File: src/design/erxaf_pkg.sv
// Shared types, constants and CRC helper for the receive address filter.
// No dependencies; imported by every module of the block.
`default_nettype none
package erxaf_pkg;

  localparam int ADDR_W     = 48;
  localparam int CRC_W      = 32;
  localparam int HASH_W     = 6;
  localparam int FILTER_W   = 64;
  localparam int MODE_W     = 2;
  localparam int CFG_IDX_W  = 3;
  localparam int CFG_DATA_W = 64;
  localparam int BYTE_W     = 8;
  localparam int CRC_STAGES = ADDR_W / BYTE_W;

  localparam logic [CRC_W-1:0]  CRC_POLY  = 32'h04c1_1db7;
  localparam logic [CRC_W-1:0]  CRC_INIT  = 32'hffff_ffff;
  localparam logic [ADDR_W-1:0] ADDR_BCAST = 48'hffff_ffff_ffff;

  localparam logic [MODE_W-1:0] MODE_OFF       = 2'd0;
  localparam logic [MODE_W-1:0] MODE_MULTICAST = 2'd2;
  localparam logic [MODE_W-1:0] MODE_PROMISC   = 2'd3;

  localparam logic [CFG_IDX_W-1:0] REG_STATION  = 3'd0;
  localparam logic [CFG_IDX_W-1:0] REG_MCAST    = 3'd1;
  localparam logic [CFG_IDX_W-1:0] REG_MODE     = 3'd2;
  localparam logic [CFG_IDX_W-1:0] REG_STOPPED  = 3'd3;
  localparam logic [CFG_IDX_W-1:0] REG_LOOPBACK = 3'd4;

  typedef struct packed {
    logic [ADDR_W-1:0]   station_address;
    logic [FILTER_W-1:0] multicast_filter;
    logic [MODE_W-1:0]   filter_mode;
    logic                receiver_stopped;
    logic                loopback_on;
  } cfg_t;

  // Word travelling down the CRC pipeline.
  typedef struct packed {
    logic [ADDR_W-1:0] addr;
    logic [ADDR_W-1:0] rest;
    logic              looped;
    logic [CRC_W-1:0]  crc;
  } stage_t;

  // Advance the CRC over one byte, least significant bit first.
  function automatic logic [CRC_W-1:0] crc_byte(input logic [CRC_W-1:0] crc_in,
                                                 input logic [BYTE_W-1:0] data);
    logic [CRC_W-1:0] c;
    logic             fb;
    c = crc_in;
    for (int k = 0; k < BYTE_W; k++) begin
      fb = c[CRC_W-1] ^ data[k];
      c  = {c[CRC_W-2:0], 1'b0} ^ (fb ? CRC_POLY : '0);
    end
    return c;
  endfunction

endpackage
`default_nettype wire

File: src/design/erxaf_cfg.sv
// Configuration register file of the receive address filter.
// Depends on erxaf_pkg for register indexes and the cfg_t layout.
`default_nettype none
module erxaf_cfg import erxaf_pkg::*; (
  input  wire logic                  clk,
  input  wire logic                  rst_n,
  input  wire logic                  cfg_valid,
  output logic                       cfg_ready,
  input  wire logic [CFG_IDX_W-1:0]  cfg_index,
  input  wire logic [CFG_DATA_W-1:0] cfg_data,
  output cfg_t                       cfg
);

  cfg_t cfg_r;
  cfg_t cfg_nxt;

  assign cfg_ready = 1'b1;
  assign cfg       = cfg_r;

  always_comb begin
    cfg_nxt = cfg_r;
    if (cfg_valid) begin
      case (cfg_index)
        REG_STATION:  cfg_nxt.station_address  = cfg_data[ADDR_W-1:0];
        REG_MCAST:    cfg_nxt.multicast_filter = cfg_data[FILTER_W-1:0];
        REG_MODE:     cfg_nxt.filter_mode      = cfg_data[MODE_W-1:0];
        REG_STOPPED:  cfg_nxt.receiver_stopped = cfg_data[0];
        REG_LOOPBACK: cfg_nxt.loopback_on      = cfg_data[0];
        default:      cfg_nxt = cfg_r;
      endcase
    end
  end

  always_ff @(posedge clk) begin
    if (!rst_n) begin
      cfg_r <= '0;
    end else begin
      cfg_r <= cfg_nxt;
    end
  end

endmodule
`default_nettype wire

File: src/design/erxaf_crc_stage.sv
// One pipeline stage of the address CRC: folds in the next address byte.
// Depends on erxaf_pkg for stage_t and crc_byte.
`default_nettype none
module erxaf_crc_stage import erxaf_pkg::*; (
  input  wire logic   clk,
  input  wire logic   rst_n,
  input  wire logic   up_valid,
  input  wire stage_t up_data,
  output logic        up_ready,
  output logic        dn_valid,
  output stage_t      dn_data,
  input  wire logic   dn_ready
);

  logic   valid_r;
  logic   valid_nxt;
  stage_t data_r;
  stage_t data_nxt;

  // Take a new word when empty or when the current one moves on.
  assign up_ready = !valid_r || dn_ready;
  assign dn_valid = valid_r;
  assign dn_data  = data_r;

  always_comb begin
    valid_nxt     = up_ready ? up_valid : valid_r;
    data_nxt      = up_data;
    data_nxt.crc  = crc_byte(up_data.crc, up_data.rest[BYTE_W-1:0]);
    data_nxt.rest = up_data.rest >> BYTE_W;
  end

  always_ff @(posedge clk) begin
    if (!rst_n) begin
      valid_r <= 1'b0;
    end else begin
      valid_r <= valid_nxt;
    end
  end

  always_ff @(posedge clk) begin
    if (up_ready) begin
      data_r <= data_nxt;
    end
  end

endmodule
`default_nettype wire

File: src/design/erxaf_decide.sv
// Final stage: hash index extraction, filter decision and output register.
// Depends on erxaf_pkg for cfg_t, stage_t and the mode codes.
`default_nettype none
module erxaf_decide import erxaf_pkg::*; (
  input  wire logic        clk,
  input  wire logic        rst_n,
  input  wire cfg_t        cfg,
  input  wire logic        up_valid,
  input  wire stage_t      up_data,
  output logic             up_ready,
  output logic             out_valid,
  output logic             out_accept,
  output logic             out_group_frame,
  output logic [HASH_W-1:0] out_hash_index,
  input  wire logic        out_stall
);

  logic              valid_r;
  logic              valid_nxt;
  logic              accept_r;
  logic              accept_nxt;
  logic              group_r;
  logic              group_nxt;
  logic [HASH_W-1:0] hash_r;
  logic [HASH_W-1:0] hash_nxt;

  assign up_ready        = !valid_r || !out_stall;
  assign out_valid       = valid_r;
  assign out_accept      = accept_r;
  assign out_group_frame = group_r;
  assign out_hash_index  = hash_r;

  always_comb begin
    // Low CRC bits, bit-reversed.
    for (int k = 0; k < HASH_W; k++) begin
      hash_nxt[HASH_W-1-k] = up_data.crc[k];
    end
    group_nxt = up_data.addr[0];
    valid_nxt = up_ready ? up_valid : valid_r;

    if (!up_data.looped && cfg.loopback_on) begin
      accept_nxt = 1'b0;
    end else if (cfg.filter_mode == MODE_OFF || cfg.receiver_stopped) begin
      accept_nxt = 1'b0;
    end else if (cfg.filter_mode == MODE_PROMISC) begin
      accept_nxt = 1'b1;
    end else if (up_data.addr == ADDR_BCAST) begin
      accept_nxt = 1'b1;
    end else if (group_nxt) begin
      accept_nxt = (cfg.filter_mode >= MODE_MULTICAST) && cfg.multicast_filter[hash_nxt];
    end else begin
      accept_nxt = (up_data.addr == cfg.station_address);
    end
  end

  always_ff @(posedge clk) begin
    if (!rst_n) begin
      valid_r <= 1'b0;
    end else begin
      valid_r <= valid_nxt;
    end
  end

  always_ff @(posedge clk) begin
    if (up_ready) begin
      accept_r <= accept_nxt;
      group_r  <= group_nxt;
      hash_r   <= hash_nxt;
    end
  end

endmodule
`default_nettype wire

File: src/design/ethernet_rx_address_filter_core.sv
// Ethernet receive address filter, top level.
// Depends on erxaf_pkg, erxaf_cfg, erxaf_crc_stage and erxaf_decide.
//
// Input channel (in_valid / in_stall): one word per frame, the 48-bit
// destination address and a loopback flag. Output channel (out_valid /
// out_stall): accept decision, group bit and 6-bit multicast hash index,
// one word per input word, in order.
// Configuration channel (cfg_valid / cfg_ready, cfg_index, cfg_data) writes
// station address, hash filter, mode, stop and loopback registers. It is
// always ready; write it only while no frame is in flight.
//
// An accepted word passes six CRC stages, each folding in one address byte,
// then a decision stage that feeds the output register. Throughput is one
// word per cycle while out_stall is low; the byte-per-stage CRC chain sets
// the depth. Every stage has its own valid bit and fills bubbles, so a
// stalled output only stops the input once all seven stages hold words.
// Synchronous reset empties the pipeline and clears the configuration to 0.
`default_nettype none
module ethernet_rx_address_filter_core import erxaf_pkg::*; (
  input  wire logic                  clk,
  input  wire logic                  rst_n,
  input  wire logic                  in_valid,
  output logic                       in_stall,
  input  wire logic [ADDR_W-1:0]     in_dest_address,
  input  wire logic                  in_from_loopback,
  output logic                       out_valid,
  input  wire logic                  out_stall,
  output logic                       out_accept,
  output logic                       out_group_frame,
  output logic [HASH_W-1:0]          out_hash_index,
  input  wire logic                  cfg_valid,
  output logic                       cfg_ready,
  input  wire logic [CFG_IDX_W-1:0]  cfg_index,
  input  wire logic [CFG_DATA_W-1:0] cfg_data
);

  cfg_t   cfg;
  logic   stg_valid [CRC_STAGES+1];
  stage_t stg_data  [CRC_STAGES+1];
  logic   stg_ready [CRC_STAGES+1];

  erxaf_cfg u_cfg (
    .clk       (clk),
    .rst_n     (rst_n),
    .cfg_valid (cfg_valid),
    .cfg_ready (cfg_ready),
    .cfg_index (cfg_index),
    .cfg_data  (cfg_data),
    .cfg       (cfg)
  );

  assign stg_valid[0] = in_valid;
  assign stg_data[0]  = '{addr:   in_dest_address,
                          rest:   in_dest_address,
                          looped: in_from_loopback,
                          crc:    CRC_INIT};

  assign in_stall = !stg_ready[0];

  for (genvar i = 0; i < CRC_STAGES; i++) begin : g_crc
    erxaf_crc_stage u_stage (
      .clk      (clk),
      .rst_n    (rst_n),
      .up_valid (stg_valid[i]),
      .up_data  (stg_data[i]),
      .up_ready (stg_ready[i]),
      .dn_valid (stg_valid[i+1]),
      .dn_data  (stg_data[i+1]),
      .dn_ready (stg_ready[i+1])
    );
  end

  erxaf_decide u_decide (
    .clk             (clk),
    .rst_n           (rst_n),
    .cfg             (cfg),
    .up_valid        (stg_valid[CRC_STAGES]),
    .up_data         (stg_data[CRC_STAGES]),
    .up_ready        (stg_ready[CRC_STAGES]),
    .out_valid       (out_valid),
    .out_accept      (out_accept),
    .out_group_frame (out_group_frame),
    .out_hash_index  (out_hash_index),
    .out_stall       (out_stall)
  );

  // Output is empty right after reset.
  a_reset_empty: assert property (@(posedge clk) !rst_n |=> !out_valid)
    else $error("output valid after reset");

  // Input is held off only when every stage is full and the output is stalled.
  a_stall_full: assert property (@(posedge clk) disable iff (!rst_n)
    in_stall |-> (out_valid && out_stall && stg_valid[1] && stg_valid[CRC_STAGES]))
    else $error("input stalled with room in the pipeline");

  // An accepted word lands in the first stage.
  a_enter: assert property (@(posedge clk) disable iff (!rst_n)
    (in_valid && !in_stall) |=> stg_valid[1])
    else $error("accepted word lost at pipeline entry");

endmodule
`default_nettype wire

File: config.mk
export PLATFORM = sky130hd
export DESIGN_NAME = ethernet_rx_address_filter_core
export DESIGN_NICKNAME = d
export VERILOG_FILES = /design/src/design/erxaf_pkg.sv /design/src/design/erxaf_cfg.sv /design/src/design/erxaf_crc_stage.sv /design/src/design/erxaf_decide.sv /design/src/design/ethernet_rx_address_filter_core.sv
export SDC_FILE = /design/constraint.sdc
export NUM_CORES = 1
export LEC_CHECK = 0
export ABC_CLOCK_PERIOD_IN_PS = 68600
export BUFFER_PORTS_ARGS = -buffer_cell sky130_fd_sc_hd__buf_2
export CORE_MARGIN = 2
export CORE_UTILIZATION = 39
export CTS_CLUSTER_SIZE = 25
export DETAILED_ROUTE_END_ITERATION = 8
export PLACE_DENSITY_LB_ADDON = 0.08
export SLEW_MARGIN = 30
export SYNTH_ARGS = -nofsm -noshare
export SYNTH_HDL_FRONTEND = slang
export SYNTH_HIERARCHICAL = 1
export SYNTH_SLANG_ARGS = --single-unit
File: constraint.sdc
create_clock -name clk -period 68.6 [get_ports clk]
set_input_delay 17.15 -clock clk [delete_from_list [all_inputs] [get_ports clk]]
set_output_delay 17.15 -clock clk [all_outputs]
set_load 0.02 [all_outputs]
== Word level (Yosys, flattened, before mapping) ==
Index checks and enable logic that the tools add are counted.
Widths: inputs -> output; s select.

* Bits in registers: 711
* Logic and storage cells: 223

* Order comparisons: 2
* Equal/unequal tests: 7
* Multiplexer cells: 53
* Bitwise operators: 95
* Reduce and logical (&&, ||, !) cells: 28

{| class="wikitable"
|+ Operators with widths
! operator !! number
|-
| $xor 32x32->32 || 45
|-
| $mux 27 || 47
|-
| $eq 48x48->1 || 1
|-
| $eq 48x48->1 const B || 1
|-
| $xor 1x1->1 || 47
|-
| $xor 32x27->32 || 1
|-
| $not 31->31 || 1
|-
| $logic_not 1->1 || 10
|-
| $reduce_and 2->1 || 5
|-
| $logic_or 1x1->1 || 8
|-
| $lt 6x7->1 const B || 1
|-
| $bmux 1 s6 || 1
|-
| $eq 3x2->1 const B || 2
|-
| $mux 6 || 1
|-
| $xor 6x6->6 || 1
|-
| $mux 1 || 4
|-
| $eq 3x1->1 const B || 1
|-
| $eq 3x3->1 const B || 1
|-
| $logic_not 3->1 || 1
|-
| $eq 2x2->1 const B || 1
|-
| $ge 2x2->1 const B || 1
|-
| $logic_and 1x1->1 || 2
|-
| $logic_not 2->1 || 1
|-
| $reduce_or 2->1 || 1
|}

== Logic depth before layout (Yosys ltp) ==
Gate-level depths: netlist of run 1.

* Word-level depth: 24
* Gate-level depth with buffers: 9

== Modules after synthesis ==
Netlist of run 1, hierarchy kept.

{| class="wikitable"
|+ By module, submodules not included
! module !! instances !! cells each !! area an instance (um^2)
|-
| erxaf_crc_stage || 6 || 198 || 4719.5
|-
| erxaf_cfg || 1 || 451 || 4453.0
|-
| erxaf_decide || 1 || 170 || 1555.2
|-
| ethernet_rx_address_filter_core || 1 || 2 || 7.5
|}

== Worst setup path after synthesis of run 1 ==
No wires, ideal clock.

* Path type: input -> output
* From: in out_stall
* To: out in_stall
* Data arrival time: 36560 ps
* Data required time: 51450 ps
* Path slack: 14890 ps
* Stages: 8
* Buffers on the path: 0
* Cells stage by stage: nand2_1 -> nand2b_1 -> nand2b_1 -> nand2b_1 -> nand2b_1 -> nand2b_1 -> nand2b_1 -> inv_1

{| class="wikitable"
|+ RTL lines
! what !! line !! source
|-
| start, declared || ethernet_rx_address_filter_core.sv:27 || <nowiki>input wire logic out_stall,</nowiki>
|-
| end, declared || ethernet_rx_address_filter_core.sv:23 || <nowiki>output logic in_stall,</nowiki>
|}

==> results of run 1 <==
==> registers in the layout, indices dropped and copies added (netlist names) <==
signal / flops
g_crc.u_stage/dn_data: 532
u_cfg/cfg: 116
g_crc.u_stage/dn_valid: 6
u_decide/out_hash_index: 6
u_decide/out_accept: 1
u_decide/out_group_frame: 1
u_decide/out_valid: 1
==> final timing paths <==
kind                                  endpoint                          from  cells past startpoint  slack (ns)
setup / recovery                      in_stall                     out_stall                     11       30.46
hold / removal    g_crc[4].u_stage/dn_data[94]  g_crc[3].u_stage/dn_data[94]                      0        0.41
setup reg to reg   g_crc[0].u_stage/dn_data[4]            u_decide/out_valid                      9       63.69
hold reg to reg   g_crc[4].u_stage/dn_data[94]  g_crc[3].u_stage/dn_data[94]                      0        0.41
==> area by class of cell <==
type,instances,area [sq um]
Clock buffer,94,1906
Inverter,13,48.80
Tap cell,873,1092
Sequential cell,663,18680
Timing Repair Buffer,140,739.5
Fill cell,5813,36860
Multi-Input combinational cell,765,7591
Clock inverter,32,245.2
==> cell usage in the layout, fill, tap and decap left out, types with 5 or more instances in the layout <==
master,n
xnor3_4,7
xnor2_1,97
o2111ai_1,5
nand2_1,192
buf_2,129
buf_4,8
clkbuf_1,21
conb_1,33
dfxtp_1,123
xor3_4,5
clkinvlp_4,5
mux2i_1,131
xnor2_4,36
inv_1,13
xnor3_1,18
nand4_1,15
clkinv_1,8
clkinv_2,10
a21boi_0,6
xor2_1,84
xor2_2,6
mux2_2,7
edfxtp_1,540
xor3_1,25
clkbuf_16,73
xnor3_2,6
xnor2_2,29
nor4_1,15
==> critical path, cell delays in order <==
cell      delay (ns)
buf_2           0.10
nand2_1         0.28
nand2b_2        0.19
buf_4           0.52
nand2b_2        0.25
nand2b_4        0.13
nand2b_4        0.41
nand2b_4        0.72
nand2b_4        0.82
inv_1           0.08
buf_2           0.19
==> metrics by stage <==
step                worst slack [ns]  power, mW  area (sq um)  hold WS [ns]
floorplan                      19.52     0.8370         26550        0.4003
global placement               30.36     0.9172         28140        0.4008
detailed placement             30.31     0.9188         28150        0.4045
CTS                            30.30      1.282         30300        0.4136
global route                   30.02      1.321         30300        0.4160
finish                         30.46      1.261         30300        0.4125
==> routing by layer <==
metal	vias up	GRT usage (%)
met3	74	2.768
met2	208	24.67
li1	5658	-
met1	5675	19.32
met5	-	0
met4	0	5.236
==> power by group <==
part | leakage [nW] | total (mW) | switching (mW) | internal, mW
combinational | 3.76 | 0.345 | 0.145 | 0.201
clock | 1.03 | 0.357 | 0.150 | 0.207
sequential | 6.72 | 0.559 | 0.0366 | 0.522
total | 11.5 | 1.26 | 0.331 | 0.930
==> run summary, run 1 <==
Max-cap violation count: 0
Final GP Congestion: 0.7967
CTS sink cnt: 663
CTS max path bufs: 3
Residual DRC: 0
Peak supply drop: 0.01734 mV
Worst skew pair latency: 0.60 ns
Placed Instances: 2454
Routed WL: 50490 um
Req. time, crit path: 51.45 ns
Crit path kind: in2out
Worst-Margin Slew: 0.9476 ns
Postcts setup bufs: 0
Tot GR Track Use: 14.76%
# nets final: 1776
Worst-path clk slew: 0.06 ns
Post_cts resized: 0
Setup TNS: 0 ns
Yosys synthesis warning count: 6
Global-route wire length before repair: 76830 um
Initial core utilization: 39.36%
P per Cell Area: 41.62 mW/mm^2
Utilization after layout: 45.12%
H-tree Lvls: 3
Root Buffer Master: clkbuf_16
Crit start category: input port
Grt ovf: 0
DR pass1 iterations: 5
Die W: 264.3 um
CP endpoint kind: primary output
Crit path time final: 38.14 ns
Core Area: 0.06716 sq mm
RSZ-0062 raised after global routing: no
Area grow syn2layout: 14.63%
Highest Signal Layer: met4
Final period utilization: 55.60%
Vias/cell: 4.502
Hold Vio Cnt, Final: 0
WL met2: 24620 um
Hold Crit Class: reg2reg
Vias in the first global route: 12320
Clock skew: 0.01602 ns
Worst Path Max Fanout: 60
I/O Buffers: 130
CTS tree: yes
Routed len/inst: 19.57 um
Largest net degree at the start of global routing: 111
Synthesized area: 0.02643 sq mm
Setup violations, final: 0
IO Count: 132
Slew HR: 36.82%
Die H: 264.3 um
Hold_buf cts: 0
Detailed placement HPWL: 34860 um
Routed wl met3: 2052 um
Max Slew Vio Count: 0
Leak: 11.50 nW
F_max: 26.22 MHz
Non-filler cells, final: 2580
Num CTS Buffers: 72
Vias: 11620
M1 WL: 22610 um
DR iter-0 viols: 646
Syn Inst Count: 1449
Diodes inserted: 0
Die footprint: 0.06988 sq mm
Critical Path AT: 20.99 ns
Initial antenna violation count: 4
Mapped Avg Cell Area: 18.24 sq um
Layout cells sized above 1: 20.33%
Status: complete, no violations
Rows: 95
DRT antenna net count: 0
No activity file was read; power rests on OpenSTA's default activity.
==> inputs of run 2 (changes only) <==
--- a/config.mk
+++ b/config.mk
@@ -5,7 +5,8 @@
 export SDC_FILE = /design/constraint.sdc
 export NUM_CORES = 1
 export LEC_CHECK = 0
-export ABC_CLOCK_PERIOD_IN_PS = 68600
+export ABC_AREA = 1
+export ABC_CLOCK_PERIOD_IN_PS = 36500
 export BUFFER_PORTS_ARGS = -buffer_cell sky130_fd_sc_hd__buf_2
 export CORE_MARGIN = 2
 export CORE_UTILIZATION = 39
==> constraint.sdc (replaced) <==
create_clock -name clk -period 36.5 [get_ports clk]
set_input_delay 9.125 -clock clk [delete_from_list [all_inputs] [get_ports clk]]
set_output_delay 9.125 -clock clk [all_outputs]
set_load 0.02 [all_outputs]
==> run summary, run 2 <==
Status: complete, no violations
Worst skew pair latency: 0.60 ns
DRT antenna net count: 0
CP peak stage delay: 0.64 ns
CTS sink cnt: 663
RSZ-0062 raised after global routing: no
Die H: 274.2 um
Mapped Avg Cell Area: 11.35 sq um
Root Buffer Master: clkbuf_16
Leak: 14.17 nW
R2R Setup Slk: 31.29 ns
H-tree Lvls: 3
Most frequent CP cell: inv_1
CTS tree: yes
F_max: 44.59 MHz
Pwr Total: 2.266 mW
Vias/cell: 4.502
I/O Buffers: 130
Most frequent cells in the layout: 586 x nand2_1, 540 x edfxtp_1, 251 x inv_1
P per Cell Area: 69.45 mW/mm^2
Sequential share of power: 44.2%
Grt ovf: 0
Rows: 99
Combinational fraction of design power: 25.0%
Tot GR Track Use: 16.33%
Final GP Congestion: 0.8548
Clock share of power: 30.8%
Routed len/inst: 16.08 um
Initial core utilization: 39.23%
Post_cts resized: 0
Die W: 274.2 um
Hold Crit Class: reg2reg
Worst R2R Path Depth: 16
Slew HR: 38.61%
Area grow syn2layout: 14.57%
Max reg flops: 532
Switch share: 30.99%
Final period utilization: 61.44%
Crit path kind: in2out
Max-cap violation count: 0
Hold_buf cts: 0
Worst Hold End: g_crc[5].u_stage/dn_data[88]
Layout cells sized above 1: 17.62%
CTS max path bufs: 3
Critical Path AT: 13.30 ns
# nets final: 2837
NetSw: 0.7021 mW
Buf/Inv on CP: 11
Worst Path Max Fanout: 67
Peak supply drop: 0.04426 mV
Crit start category: input port
Global-route wire length before repair: 94520 um
Critical-path top delay cell: buf_4
Yosys synthesis warning count: 6
P_int: 1.564 mW
Vias: 16790
Hold Path Stages: 0
Residual DRC: 0
Postcts setup bufs: 0
Clock skew: 0.02614 ns
Hold path start: g_crc[4].u_stage/dn_data[88]
Setup violations, final: 0
Crit-path cells: buf_2, nand2_1, inv_1, nand2_2, buf_4, inv_1, nand2_2, buf_4, inv_1, nand2_4, inv_1, nand2_4, inv_1, nand2_4, inv_1, nand2_4, inv_1, buf_2
Crit path time final: 22.42 ns
Core Area: 0.07259 sq mm
Worst-Margin Slew: 0.9209 ns
Worst-path clk slew: 0.05 ns
DR iter-0 viols: 1079
Initial antenna violation count: 1
Synthesized area: 0.02848 sq mm
Die footprint: 0.07519 sq mm
Most common cell after layout, fill and taps aside: nand2_1
Vias in the first global route: 16930
Hold Vio Cnt, Final: 0
Detailed placement HPWL: 42940 um
Setup TNS: 0 ns
Diodes inserted: 0
Critical path's top delay family: buffers and inverters
Largest net degree at the start of global routing: 118
IO Count: 132
DR pass1 iterations: 5
Critical path origin: out_stall
CP endpoint kind: primary output
Req. time, crit path: 27.37 ns
Reg2reg end: g_crc[0].u_stage/dn_data[67]
Max Slew Vio Count: 0
Utilization after layout: 44.95%
Routed WL: 59980 um
Levels on crit path: 18
Layout fillers: 6748
Num CTS Buffers: 73
Syn Inst Count: 2508
Worst R2R Start: u_decide/out_valid
[run 2: routing by layer]
layer	track usage, %	vias to the layer above	part of all wire (%)
li1	-	8514	-
met4	6.021	0	2.7
met1	20.72	7869	44
met2	28.08	304	50
met5	0	-	0
met3	2.680	100	3.9
[run 2: power by group through the flow]
| stage | Clock [mW] | Combinational, mW | Sequential (mW) |
|---|---|---|---|
| floorplan | 0 | 0.445 | 1.00 |
| global placement | 0 | 0.566 | 1.02 |
| detailed placement | 0 | 0.574 | 1.02 |
| CTS | 0.720 | 0.576 | 1.00 |
| global route | 0.753 | 0.631 | 1.01 |
| finish | 0.698 | 0.566 | 1.00 |
[run 2: cell type report]
| type | instances | area, sq um | share of cell area (%) |
|---|---|---|---|
| inverters | 279 | 1112 | 3.409 |
| multi-input cells | 1554 | 8548 | 26.20 |
| clock inverters | 31 | 334.1 | 1.024 |
| clock buffers | 98 | 1931 | 5.918 |
| repair buffers | 145 | 822.0 | 2.520 |
| well taps | 959 | 1200 | 3.678 |
| flip-flops and latches | 663 | 18680 | 57.25 |
[run 2: how the worst max path moves through the flow]
stage / endpoint / slack, ns
after floorplan: in_stall / 4.95
after global placement: in_stall / 13.92
after detailed placement: in_stall / 13.87
after CTS: in_stall / 13.84
after global routing: in_stall / 13.50
final: in_stall / 14.08
[run 2: metrics by stage]
step / hold slack (ns) / cells / cell area (sq um) / setup slack (ns)
3_3_place_gp: 0.4011 / 3598 / 30300 / 13.92
3_5_place_dp: 0.4045 / 3600 / 30360 / 13.87
5_1_grt: 0.4171 / 3729 / 32630 / 13.50
2_1_floorplan: 0.4003 / 2555 / 28650 / 4.947
6_report: 0.3929 / 3729 / 32630 / 14.08
4_1_cts: 0.3964 / 3729 / 32630 / 13.84
==> inputs of run 3 (changes only) <==
--- a/config.mk
+++ b/config.mk
@@ -6,7 +6,7 @@
 export NUM_CORES = 1
 export LEC_CHECK = 0
 export ABC_AREA = 1
-export ABC_CLOCK_PERIOD_IN_PS = 36500
+export ABC_CLOCK_PERIOD_IN_PS = 19600
 export BUFFER_PORTS_ARGS = -buffer_cell sky130_fd_sc_hd__buf_2
 export CORE_MARGIN = 2
 export CORE_UTILIZATION = 39
==> constraint.sdc (replaced) <==
create_clock -name clk -period 19.6 [get_ports clk]
set_input_delay 4.9 -clock clk [delete_from_list [all_inputs] [get_ports clk]]
set_output_delay 4.9 -clock clk [all_outputs]
set_load 0.02 [all_outputs]
==> run summary, run 3 (synthesis results as in run 2) <==
Req. time, crit path: 14.70 ns
RSZ-0062 raised after global routing: no
DRT antenna net count: 0
Rows: 99
Detailed placement HPWL: 42750 um
R2R Setup Slk: 14.30 ns
Tot GR Track Use: 16.09%
Core Area: 0.07259 sq mm
Worst Hold End: g_crc[5].u_stage/dn_data[109]
Crit-path cells: buf_2, nand2_1, inv_1, nand2_2, buf_4, inv_1, nand2_2, buf_4, inv_1, nand2_4, inv_1, nand2_4, inv_1, nand2_4, inv_1, nand2_8, inv_1, buf_2
Routed WL: 59410 um
Worst-path clk slew: 0.05 ns
Hold Vio Cnt, Final: 0
Pwr Total: 4.268 mW
Num CTS Buffers: 74
Clock skew: 0.02186 ns
Crit start category: input port
Critical path origin: out_stall
Peak supply drop: 0.06909 mV
Setup TNS: 0 ns
Area grow syn2layout: 15.13%
Initial core utilization: 39.23%
Global-route wire length before repair: 92890 um
# nets final: 2839
Status: complete, no violations
Setup violations, final: 0
Layout cells sized above 1: 17.98%
M1 WL: 25710 um
Max reg flops: 532
Largest net degree at the start of global routing: 117
Post_cts resized: 0
Layout fillers: 6837
Diodes inserted: 0
DR iter-0 viols: 1005
Vias in the first global route: 16990
Postcts setup bufs: 0
Worst R2R Path Depth: 16
Die H: 274.2 um
Final period utilization: 71.15%
CP endpoint kind: primary output
IO Count: 132
Slew HR: 37.11%
Worst skew pair latency: 0.61 ns
Root Buffer Master: clkbuf_16
F_max: 71.71 MHz
Die footprint: 0.07519 sq mm
Vias: 16960
Hold Crit Class: reg2reg
Hold path start: g_crc[4].u_stage/dn_data[109]
Max-cap violation count: 0
CP peak stage delay: 0.62 ns
Grt ovf: 0
Crit path kind: in2out
Leak: 14.22 nW
WL met2: 29170 um
Crit path time final: 13.95 ns
Max Slew Vio Count: 0
Worst R2R Start: u_decide/out_valid
Worst Path Max Fanout: 67
H-tree Lvls: 3
Residual DRC: 0
Routed len/inst: 15.91 um
Final GP Congestion: 0.8439
Critical-path top delay cell: buf_4
Hold_buf cts: 0
Die W: 274.2 um
CTS tree: yes
Hold Path Stages: 0
Routed wl met3: 2294 um
DR pass1 iterations: 6
Vias/cell: 4.542
CTS sink cnt: 663
CTS max path bufs: 3
P per Cell Area: 130.2 mW/mm^2
Initial antenna violation count: 2
I/O Buffers: 130
Reg2reg end: g_crc[0].u_stage/dn_data[45]
Most frequent CP cell: inv_1
Critical Path AT: 9.05 ns
Worst-Margin Slew: 0.9434 ns
Most frequent cells in the layout: 586 x nand2_1, 540 x edfxtp_1, 251 x inv_1
Highest Signal Layer: met4
Most common cell after layout, fill and taps aside: nand2_1
-- run 3: cell types whose count changed in the layout (fill, tap and decap cells not counted), sizes merged --
cell | before | now
clkinv | 19 | 23
clkinvlp | 2 | 5
inv | 284 | 282
bufinv | 5 | 4
clkbuf | 98 | 99
buf | 145 | 146
-- run 3: through the flow --
stage	area [sq um]	std cells	worst slack (ns)	hold WS (ns)	util (%)
2_1_floorplan	28660	2555	0.3620	0.4003	-
3_5_place_dp	30400	3601	5.496	0.4045	41.88
4_1_cts	32780	3735	5.478	0.4081	45.17
5_1_grt	32780	3735	5.164	0.4163	45.17
3_3_place_gp	30300	3597	5.515	0.4011	41.74
6_report	32780	3735	5.654	0.4026	45.17
-- run 3: worst max-delay path by stage --
stage | cells past startpoint | slack, ns | endpoint
2_1_floorplan | 14 | 0.36 | in_stall
3_3_place_gp | 18 | 5.52 | in_stall
3_5_place_dp | 18 | 5.50 | in_stall
4_1_cts | 18 | 5.48 | in_stall
5_1_grt | 18 | 5.16 | in_stall
6_report | 18 | 5.65 | in_stall
-- run 3: where the power goes --
part           switching (mW)  total (mW)  leakage, nW  internal, mW
clock network           0.546        1.34         1.16         0.798
logic                   0.672        1.06         6.34         0.385
registers               0.103        1.87         6.73          1.76
-- run 3: critical path, delay by kind of cell --
family / cells / cell delay [ns]
AND/OR/NAND/NOR: 7 / 1.74
buffers and inverters: 11 / 2.30
-- run 3: layer usage --
metal | vias up | global-route usage, %
li1 | 8521 | -
met1 | 7976 | 20.09
met2 | 335 | 27.64
met3 | 132 | 2.829
met4 | 0 | 6.465
met5 | - | 0
-- run 3: layout make-up --
class                   instances  area [sq um]  share of cell area, %
multi-input cells            1554          8562                  26.12
repair buffers                146         848.3                  2.588
inverters                     279          1112                  3.393
clock inverters                35         314.1                 0.9579
flip-flops and latches        663         18680                  56.97
well taps                     959          1200                  3.660
clock buffers                  99          2069                  6.312
